<file path="src/ssw_pkg.sv">
package ssw_pkg;

  localparam int unsigned RES_DEPTH = 4;
  localparam int unsigned RES_PTR_W = $clog2(RES_DEPTH);
  localparam int unsigned RES_CNT_W = $clog2(RES_DEPTH + 1);

  localparam logic [7:0] END_TYPE = 8'd127;

  localparam logic [1:0] ST_FOUND    = 2'd0;
  localparam logic [1:0] ST_TOO_LONG = 2'd1;
  localparam logic [1:0] ST_END      = 2'd2;
  localparam logic [1:0] ST_EARLY    = 2'd3;

  localparam logic REG_WANTED_TYPE = 1'b0;
  localparam logic REG_MAX_LENGTH  = 1'b1;

  typedef enum logic [2:0] {
    PH_TYPE,
    PH_LEN,
    PH_FORMATTED,
    PH_STR_FIRST,
    PH_STR
  } phase_t;

  typedef struct packed {
    logic [7:0] data_byte;
    logic       restart;
    logic       end_of_data;
  } item_t;

  typedef struct packed {
    logic [1:0]  status;
    logic [15:0] struct_offset;
    logic [7:0]  formatted_length;
    logic [15:0] total_length;
    logic [7:0]  string_count;
    logic        last;
  } result_t;

endpackage

</file>
<file path="src/smbios_structure_walker_top.sv">
// A result is offered in the cycle after the transfer of the byte that closes it.
// Throughput: one byte per cycle while the result queue has room; a byte yields at most two results.
// Results wait in a four-entry queue; bytes are taken while at least two entries are free.
// Reset is synchronous: registers that have a reset return to their reset values and the next byte
// starts a walk as though restart were set.
module smbios_structure_walker_top import ssw_pkg::*; #(
  parameter int unsigned OFFSET_BITS = 16
) (
  input  logic        clk,
  input  logic        rst,
  input  logic        item_valid,
  output logic        item_ready,
  input  item_t       item,
  output logic        result_valid,
  input  logic        result_ready,
  output result_t     result,
  input  logic        psel,
  input  logic        penable,
  input  logic        pwrite,
  input  logic [2:0]  paddr,
  input  logic [31:0] pwdata,
  output logic [31:0] prdata,
  output logic        pready
);

  logic [7:0]             wanted_type;
  logic [15:0]            max_length;
  phase_t                 phase, phase_next;
  logic [OFFSET_BITS-1:0] byte_offset, offset_eff, offset_next;
  logic [OFFSET_BITS-1:0] struct_start, struct_start_next;
  logic [7:0]             current_type, current_type_next;
  logic [7:0]             header_length, header_length_next;
  logic [15:0]            bytes_in_struct, bytes_in_struct_next;
  logic                   prev_was_zero, prev_was_zero_next;
  logic [7:0]             strings_seen, strings_seen_next;
  logic                   halted, halted_eff;
  phase_t                 phase_eff;

  logic    accept, work, done, wanted, halt_set, has_found, has_final;
  result_t found_res, final_res;
  logic [1:0] n_res;

  result_t              queue [RES_DEPTH];
  logic [RES_PTR_W-1:0] wr_ptr, rd_ptr;
  logic [RES_CNT_W-1:0] count;
  logic                 pop;

  function automatic logic [15:0] sat_inc16(input logic [15:0] v);
    return (v == 16'hFFFF) ? v : v + 16'd1;
  endfunction

  assign pready = 1'b1;
  assign prdata = (paddr[2] == REG_MAX_LENGTH) ? {16'd0, max_length} : {24'd0, wanted_type};

  always_ff @(posedge clk) begin
    if (rst) begin
      wanted_type <= 8'd0;
      max_length  <= 16'hFFFF;
    end else if (psel && penable && pwrite) begin
      if (paddr[2] == REG_MAX_LENGTH) begin
        max_length <= pwdata[15:0];
      end else begin
        wanted_type <= pwdata[7:0];
      end
    end
  end

  assign item_ready = (count <= RES_CNT_W'(RES_DEPTH - 2));
  assign accept     = item_valid && item_ready;
  assign phase_eff  = item.restart ? PH_TYPE : phase;
  assign halted_eff = item.restart ? 1'b0 : halted;
  assign offset_eff = item.restart ? '0 : byte_offset;
  assign work       = accept && !halted_eff;

  always_comb begin
    offset_next          = (offset_eff == '1) ? offset_eff : offset_eff + 1'b1;
    phase_next           = phase_eff;
    struct_start_next    = struct_start;
    current_type_next    = current_type;
    header_length_next   = header_length;
    bytes_in_struct_next = bytes_in_struct;
    prev_was_zero_next   = prev_was_zero;
    strings_seen_next    = strings_seen;
    done                 = 1'b0;
    unique case (phase_eff)
      PH_TYPE: begin
        struct_start_next    = offset_eff;
        current_type_next    = item.data_byte;
        header_length_next   = 8'd0;
        bytes_in_struct_next = 16'd1;
        strings_seen_next    = 8'd0;
        prev_was_zero_next   = 1'b0;
        phase_next           = PH_LEN;
      end
      PH_LEN: begin
        header_length_next   = item.data_byte;
        bytes_in_struct_next = 16'd2;
        phase_next           = (item.data_byte <= 8'd2) ? PH_STR_FIRST : PH_FORMATTED;
      end
      PH_FORMATTED: begin
        bytes_in_struct_next = sat_inc16(bytes_in_struct);
        if (bytes_in_struct_next >= {8'd0, header_length}) begin
          phase_next = PH_STR_FIRST;
        end
      end
      PH_STR_FIRST: begin
        bytes_in_struct_next = sat_inc16(bytes_in_struct);
        prev_was_zero_next   = (item.data_byte == 8'd0);
        phase_next           = PH_STR;
      end
      PH_STR: begin
        bytes_in_struct_next = sat_inc16(bytes_in_struct);
        if (item.data_byte == 8'd0) begin
          if (prev_was_zero) begin
            done = 1'b1;
          end else if (strings_seen != 8'hFF) begin
            strings_seen_next = strings_seen + 8'd1;
          end
          prev_was_zero_next = 1'b1;
        end else begin
          prev_was_zero_next = 1'b0;
        end
      end
      default: begin
        phase_next = PH_TYPE;
      end
    endcase

    wanted    = (current_type_next == wanted_type);
    has_found = 1'b0;
    has_final = 1'b0;
    halt_set  = 1'b0;
    found_res = '{status: ST_FOUND, struct_offset: 16'(struct_start_next),
                  formatted_length: header_length_next,
                  total_length: bytes_in_struct_next,
                  string_count: strings_seen_next, last: 1'b0};
    final_res = found_res;
    if (done) begin
      phase_next = PH_TYPE;
      if (wanted && (bytes_in_struct_next >= max_length)) begin
        has_final        = 1'b1;
        final_res.status = ST_TOO_LONG;
        final_res.last   = 1'b1;
      end else begin
        has_found = wanted;
        if (current_type_next == END_TYPE) begin
          has_final        = 1'b1;
          final_res.status = ST_END;
          final_res.last   = 1'b1;
        end else if (item.end_of_data) begin
          has_final = 1'b1;
          final_res = '{status: ST_END, struct_offset: 16'(offset_next),
                        formatted_length: 8'd0, total_length: 16'd0,
                        string_count: 8'd0, last: 1'b1};
        end
      end
    end else if (item.end_of_data) begin
      has_final        = 1'b1;
      final_res.status = ST_EARLY;
      final_res.last   = 1'b1;
    end
    halt_set = has_final;
    n_res    = {1'b0, has_found} + {1'b0, has_final};
  end

  always_ff @(posedge clk) begin
    if (rst) begin
      phase       <= PH_TYPE;
      byte_offset <= '0;
      halted      <= 1'b0;
    end else if (accept) begin
      halted <= halted_eff || (!halted_eff && halt_set);
      if (!halted_eff) begin
        phase       <= phase_next;
        byte_offset <= offset_next;
      end
    end
  end

  always_ff @(posedge clk) begin
    if (work) begin
      struct_start    <= struct_start_next;
      current_type    <= current_type_next;
      header_length   <= header_length_next;
      bytes_in_struct <= bytes_in_struct_next;
      prev_was_zero   <= prev_was_zero_next;
      strings_seen    <= strings_seen_next;
    end
  end

  assign pop          = result_valid && result_ready;
  assign result_valid = (count != '0);
  assign result       = queue[rd_ptr];

  always_ff @(posedge clk) begin
    if (work && (n_res != 2'd0)) begin
      queue[wr_ptr] <= has_found ? found_res : final_res;
      if (n_res == 2'd2) begin
        queue[wr_ptr + RES_PTR_W'(1)] <= final_res;
      end
    end
  end

  always_ff @(posedge clk) begin
    if (rst) begin
      wr_ptr <= '0;
      rd_ptr <= '0;
      count  <= '0;
    end else begin
      if (work) begin
        wr_ptr <= wr_ptr + RES_PTR_W'(n_res);
      end
      if (pop) begin
        rd_ptr <= rd_ptr + RES_PTR_W'(1);
      end
      count <= count + (work ? RES_CNT_W'(n_res) : '0) - RES_CNT_W'(pop);
    end
  end

  a_queue_bound: assert property (@(posedge clk) disable iff (rst)
    count <= RES_CNT_W'(RES_DEPTH))
    else $error("result queue overflow");

  a_halted_silent: assert property (@(posedge clk) disable iff (rst)
    (accept && halted && !item.restart && !pop) |=> (count == $past(count)))
    else $error("halted walk produced a result");

  a_eod_halts: assert property (@(posedge clk) disable iff (rst)
    (work && item.end_of_data) |=> halted)
    else $error("walk did not halt at end of data");

  a_offset_grows: assert property (@(posedge clk) disable iff (rst)
    !(accept && item.restart) |=> (byte_offset >= $past(byte_offset)))
    else $error("byte offset went backwards without restart");

endmodule
</file>
<file path="config.mk">
export PLATFORM = sky130hd
export DESIGN_NAME = smbios_structure_walker_top
export DESIGN_NICKNAME = d
export VERILOG_FILES = /design/src/ssw_pkg.sv /design/src/smbios_structure_walker_top.sv
export SDC_FILE = /design/constraint.sdc
export NUM_CORES = 1
export LEC_CHECK = 0
export ABC_AREA = 1
export BUFFER_PORTS_ARGS = -buffer_cell sky130_fd_sc_hd__buf_2
export CAP_MARGIN = 20
export CORE_ASPECT_RATIO = 0.9
export CORE_UTILIZATION = 50
export CTS_CLUSTER_SIZE = 24
export DETAILED_ROUTE_END_ITERATION = 6
export PLACE_DENSITY = 0.71
export RECOVER_POWER = 25
export SKIP_LAST_GASP = 1
export SLEW_MARGIN = 20
export SYNTH_ARGS = -nofsm -noshare
export SYNTH_HDL_FRONTEND = slang
export SYNTH_SLANG_ARGS = --single-unit
</file>
<file path="constraint.sdc">
create_clock -name clk -period 7.1 [get_ports clk]
set_clock_uncertainty 0.2 [all_clocks]
set_input_delay 1.42 -clock clk [delete_from_list [all_inputs] [get_ports clk]]
set_output_delay 1.42 -clock clk [all_outputs]
set_load 0.05 [all_outputs]
</file>
==> flow_summary.yaml, run 1 <==
grt:
  grt_overflow: 0
  grt_usage: 0.258
  antenna_found_initial: 1
  grt_pass1_vias: 12400
  grt_max_degree: 89
  grt_first_pass_wirelength_um: 66600
clock_network:
  root_buffer: "clkbuf_16"
  clock_latency_ns: 0.53
  cts_tree: "built"
  cts_buffer_depth: 3
  cts_resized: 0
  postCtsSetupBuffers: 0
  htree_levels: 2
  cts_sinks: 314
  cts_made_buffers: 36
  hold_buffers: 0
  clkTransAtPathRegs_ns: 0.05
detailed_routing:
  num_vias: 13300
  initialDrtViolationCount: 1203
  drt_first_pass_iters: 6
  ant_nets: 0
  vias_per_cell: 5.51
  routed_wl_um: 42300
  wl_per_cell_um: 17.5
  drc: 0
power:
  p_per_area_mw_per_mm2: 307
  leakage_nw: 7.94
  max-vdd-ir-drop_mv: 0.270
floorplan:
  die_area_mm2: 0.0331
  fp.dieH_um: 173
  fp-row-count: 62
  dieWidth_um: 192
  initial_utilization: 0.508
  ioPinCount: 138
  core_area_mm2: 0.0319
sta:
  hold_viol: 0
  max_freq_mhz: 156
  rsz0062_at_grt: "no"
  slew_viol_final: 15
  fin_crit_ns: 6.43
  whs_ns: 0.282
  slew_headroom: -0.136
  tightest_slew_ns: 1.69
  fin_crit_sh: 0.905
  final.setup.tns_ns: 0
  setup_viol: 0
synthesis:
  ys_seq_elements: 314
  ys_seq_area_frac: 0.549
  synth.distinct_cells: 48
  netlist_area_mm2: 0.0162
  ys_top_cells_by_area: "edfxtp_1 (48%), nor2_1 (7.4%), nand2_1 (7.3%)"
  synth_cells: 1864
  yosysTopAreaCell: "edfxtp_1"
  netlist.area_leader.share: 0.484
  syn_avg_cell_area_um2: 8.69
  ys_warn_count: 0
run_status:
  status: "complete, but fails checks"
  failed_checks: "max-capacitance violations, max-slew violations"
placed_design:
  placedCellCount: 2353
  place_congestion: 0.922
  port-buffer-count: 102
  hpwlAfterDp_um: 27700
worst_setup_path:
  crit_arrival_ns: 6.58
  crit_top_cell: "nand2_1"
  cp-start-kind: "primary input"
  crit_path_end_kind: "flip-flop"
  worst_path_max_delay_cell: "a22oi_1"
  crit_required_ns: 7.25
  path_max_fanout: 15
  slowest_delay_ns: 0.44
  worstSetupPathType: "primary input to flip-flop"
cells_and_area:
  drive_gt1_frac: 0.115
  instances_no_fill: 2420
  area.growth.synth_to_final_pct: 14.4
  fin_nets: 2063
flow_run:
  max_cap_viol_count: 1
min_path:
  hold_path_class: "flip-flop to flip-flop"
[Yosys cell counts, drive strengths merged]
cell type	instances
nor2	327
nand2	321
edfxtp	261
o21ai	239
inv	234
nand3	72
a21oi	63
o22ai	63
clkbuf	55
dfxtp	53
buf	47
ha	35
nand4	17
nor3	16
xor2	15
or2	13
o211ai	5
xnor2	5
a21boi	4
nor4	3
a22oi	2
conb	2
nand3b	2
nor3b	2
o21a	2
a41oi	1
clkinv	1
fa	1
o21bai	1
o41ai	1
or3	1
[placed cells by master, fill, tap and decap left out, types with 7 or more instances in the layout]
| cell type | count |
|---|---|
| a21oi_1 | 63 |
| buf_12 | 18 |
| buf_2 | 87 |
| buf_4 | 29 |
| clkbuf_1 | 35 |
| clkbuf_16 | 37 |
| conb_1 | 17 |
| dfxtp_1 | 52 |
| edfxtp_1 | 261 |
| ha_1 | 35 |
| inv_1 | 227 |
| nand2_1 | 311 |
| nand2_2 | 7 |
| nand3_1 | 70 |
| nand4_1 | 15 |
| nor2_1 | 320 |
| nor3_1 | 16 |
| o21ai_0 | 230 |
| o21ai_1 | 9 |
| o22ai_1 | 63 |
| or2_2 | 13 |
| xor2_1 | 15 |
[metrics by stage]
stage,instance area [µm²],utilization,setup WS [ns],power [mW]
finish,18500,0.581,0.672,5.70
global route,18500,0.581,0.316,5.96
CTS,18600,0.584,0.932,5.72
detailed placement,17500,0.548,0.441,3.89
global placement,17500,0.548,0.511,3.85
floorplan,16300,-,0.830,3.49
[layer usage]
metal	wire length (µm)	GRT usage	vias up
li1	-	-	6409
met1	19300	0.387	6343
met2	18300	0.384	528
met3	3890	0.0489	57
met4	809	0.0615	0
met5	0	0	-
[worst max-delay path: cells and delay by family]
family	cells	cell delay, ns
xor gates and xnor gates	1	0.17
buffers and inverters	8	0.98
adders and majority gates	5	1.49
and+or+nand+nor	14	2.07
AOI/OAI and AO/OA	1	0.44
[kinds of logic (layout without fill, tap and decap cells)]
kind of cell	Yosys count	in the layout	synth area share
xor gates and xnor gates	20	20	0.0108
adders and majority gates	36	36	0.0283
buffers and inverters	337	461	0.0863
and+or+nand+nor	774	774	0.199
other	2	18	0.000464
DFF	314	314	0.549
AOI/OAI and AO/OA	381	381	0.126
[path summary, 6_finish.rpt]
check,depth (start not counted),end,slack (ns),startpoint
max,29,count[2],0.67,item[1]
min,1,rd_ptr[0],0.28,rd_ptr[0]
max reg2reg,25,count[2],1.11,phase[1]
min reg2reg,1,rd_ptr[0],0.28,rd_ptr[0]
[state kept, by name, summed over array words and instances, names as in the netlist, 3 cells and up, named ones only]
signal	count
queue	204
byte_offset	16
bytes_in_struct	16
max_length	16
struct_start	16
current_type	8
header_length	8
strings_seen	8
wanted_type	8
count	3
phase	3
[layout make-up]
class,instances,area [µm²]
Clock buffer,50,1010
Tap cell,416,520
Inverter,235,885
Sequential cell,314,8900
Timing Repair Buffer,160,1110
Multi-Input combinational cell,1228,5940
Antenna cell,1,2.50
Clock inverter,16,163
Fill cell,2801,13300
[where the power goes]
part | internal (mW) | switching [mW] | total [mW] | leakage [nW]
sequential | 2.20 | 0.0715 | 2.27 | 2.91
clock | 1.08 | 0.761 | 1.84 | 0.567
combinational | 0.380 | 1.21 | 1.59 | 4.47
total | 3.66 | 2.04 | 5.70 | 7.94
Power figures use the tool's default switching activity.
==> run 2: changes to the inputs <==
Settings changed: PLACE_DENSITY 0.71 to 0.73.
Clock period 7.1 ns to 7.9 ns, I/O delays scaled along.
==> flow_summary.yaml, run 2 (synthesis results as in run 1) <==
cells_and_area:
  layout_common_cells: "nor2_1 (319), nand2_1 (312), edfxtp_1 (261)"
  instances_no_fill: 2400
  nFillCells: 2790
  drive_gt1_frac: 0.109
  seq_area_mm2: 0.00890
  multi_input_area_mm2: 0.00595
  area.growth.synth_to_final_pct: 12.4
  fin_nets: 2043
  largest_reg_flops: 204
  regMostFlops: "queue"
  layout.cells.most_common: "nor2_1"
detailed_routing:
  drt_first_pass_iters: 5
  vias_per_cell: 5.54
  wl_per_cell_um: 17.5
  routed_wl_um: 42000
  num_vias: 13300
  ant_nets: 0
  initialDrtViolationCount: 1306
  drc: 0
grt:
  grt_first_pass_wirelength_um: 66200
  grt_usage: 0.256
  grt_max_degree: 89
  grt_overflow: 0
  grt_pass1_vias: 12500
  antenna_found_initial: 3
clock_network:
  root_buffer: "clkbuf_16"
  clkTransAtPathRegs_ns: 0.06
  postCtsSetupBuffers: 0
  cts_sinks: 314
  cts_buffer_depth: 3
  hold_buffers: 0
  clock_latency_ns: 0.52
  cts_resized: 0
  cts_tree: "built"
  cts_made_buffers: 35
  htree_levels: 2
worst_setup_path:
  worst_path_max_delay_cell: "o21ai_0"
  crit_arrival_ns: 7.24
  crit_path_end_kind: "flip-flop"
  crit_top_cell: "nand2_1"
  worst-path-stages: 26
  path_max_fanout: 22
  cp-start-kind: "primary input"
  path_buf_inv: 7
  rr_startpoint: "bytes_in_struct[0]"
  worstReg2RegEnd: "count[2]"
  rr_worst_depth: 30
  crit_required_ns: 7.98
  path_delay_family: "simple AND/OR/NAND/NOR gates"
  worstSetupPathType: "primary input to flip-flop"
  reg2reg_setup_slack_ns: 1.49
  slowest_delay_ns: 0.68
sta:
  slew_viol_final: 122
  hold_viol: 0
  rsz0062_at_grt: "no"
  fin_crit_ns: 7.16
  max_freq_mhz: 140
  tightest_slew_ns: 4.53
  layout_setup_ws_ns: 0.736
  slew_headroom: -2.02
  setup_viol: 0
  final.setup.tns_ns: 0
  whs_ns: 0.270
  fin_crit_sh: 0.907
power:
  p_clk_frac: 0.311
  leakage_nw: 7.80
  p_per_area_mw_per_mm2: 277
  fin_total_pwr_mw: 5.03
  switchingPower_mw: 1.81
  seqPwrFrac: 0.407
  combPwrFrac: 0.283
  p_int_mw: 3.22
  switching_share: 0.360
  max-vdd-ir-drop_mv: 0.209
flow_run:
  max_cap_viol_count: 2
min_path:
  holdPathStages: 2
  holdCritStartpoint: "rd_ptr[1]"
  worstHoldEndpoint: "rd_ptr[1]"
  hold_path_class: "flip-flop to flip-flop"
run_status:
  failed_checks: "max-capacitance violations, max-slew violations"
  status: "complete, but fails checks"
floorplan:
  fp-row-count: 62
  initial_utilization: 0.508
  ioPinCount: 138
  core_area_mm2: 0.0319
  fp.dieH_um: 173
  dieWidth_um: 192
  die_area_mm2: 0.0331
placed_design:
  hpwlAfterDp_um: 27100
  pre_cts_ws_ns: 0.607
  port-buffer-count: 102
  placedCellCount: 2334
  place_congestion: 0.930
==> run 2: cell count changes in the layout (fill, tap and decap cells not counted), sizes merged <==
cell	delta
buf	-12
bufinv	-1
clkbuf	-7
clkinvlp	-2
diode	+1
inv	+1
==> run 2: power groups by stage <==
stage                     logic (mW)  clock network, mW  registers (mW)
after floorplan                 1.08                  0            2.06
after global placement          1.39                  0            2.07
after detailed placement        1.42                  0            2.07
after CTS                       1.43               1.58            2.04
after global routing            1.56               1.64            2.06
final                           1.42               1.56            2.05
==> run 2: how the worst max path moves through the flow <==
stage	to	startpoint	slack, ns
finish	queue[1][46]	item[1]	0.74
CTS	queue[1][45]	item[1]	1.14
floorplan	queue[3][0]	item[1]	1.47
global route	count[2]	item[1]	0.30
detailed placement	queue[1][46]	item[1]	0.61
global placement	queue[1][46]	item[1]	0.77
==> run 2: layout make-up <==
class / instances / share of cell area
sequential: 314 / 0.489
antenna: 2 / 0.000275
clock buffer: 50 / 0.0540
multi-input combinational: 1228 / 0.327
tap: 416 / 0.0286
inverter: 235 / 0.0486
clock inverter: 14 / 0.00598
timing repair buffer: 141 / 0.0467
==> run 2: worst register-to-register path: cells and delay by family (launching register included) <==
| kind | cells | cell delay, ns |
|---|---|---|
| flip-flops | 1 | 0.48 |
| adder cells (fa/ha/maj) | 6 | 2.00 |
| AO/OA/AOI/OAI | 2 | 0.22 |
| AND/OR/NAND/NOR | 16 | 2.40 |
| XOR/XNOR | 1 | 0.17 |
| buffers and inverters | 5 | 0.79 |
==> run 2: metrics by stage <==
| stage | utilization | cell area, µm² |
|---|---|---|
| floorplan | - | 16300 |
| global placement | 0.539 | 17200 |
| detailed placement | 0.539 | 17200 |
| CTS | 0.573 | 18300 |
| global route | 0.571 | 18200 |
| finish | 0.571 | 18200 |
==> run 2: per-layer routing <==
metal,up-vias,share of wire,track usage,wire length [µm]
li1,6375,-,-,-
met1,6274,0.45,0.382,19100
met2,578,0.44,0.383,18300
met3,65,0.088,0.0408,3690
met4,2,0.022,0.0761,942
met5,-,0.00029,0,12
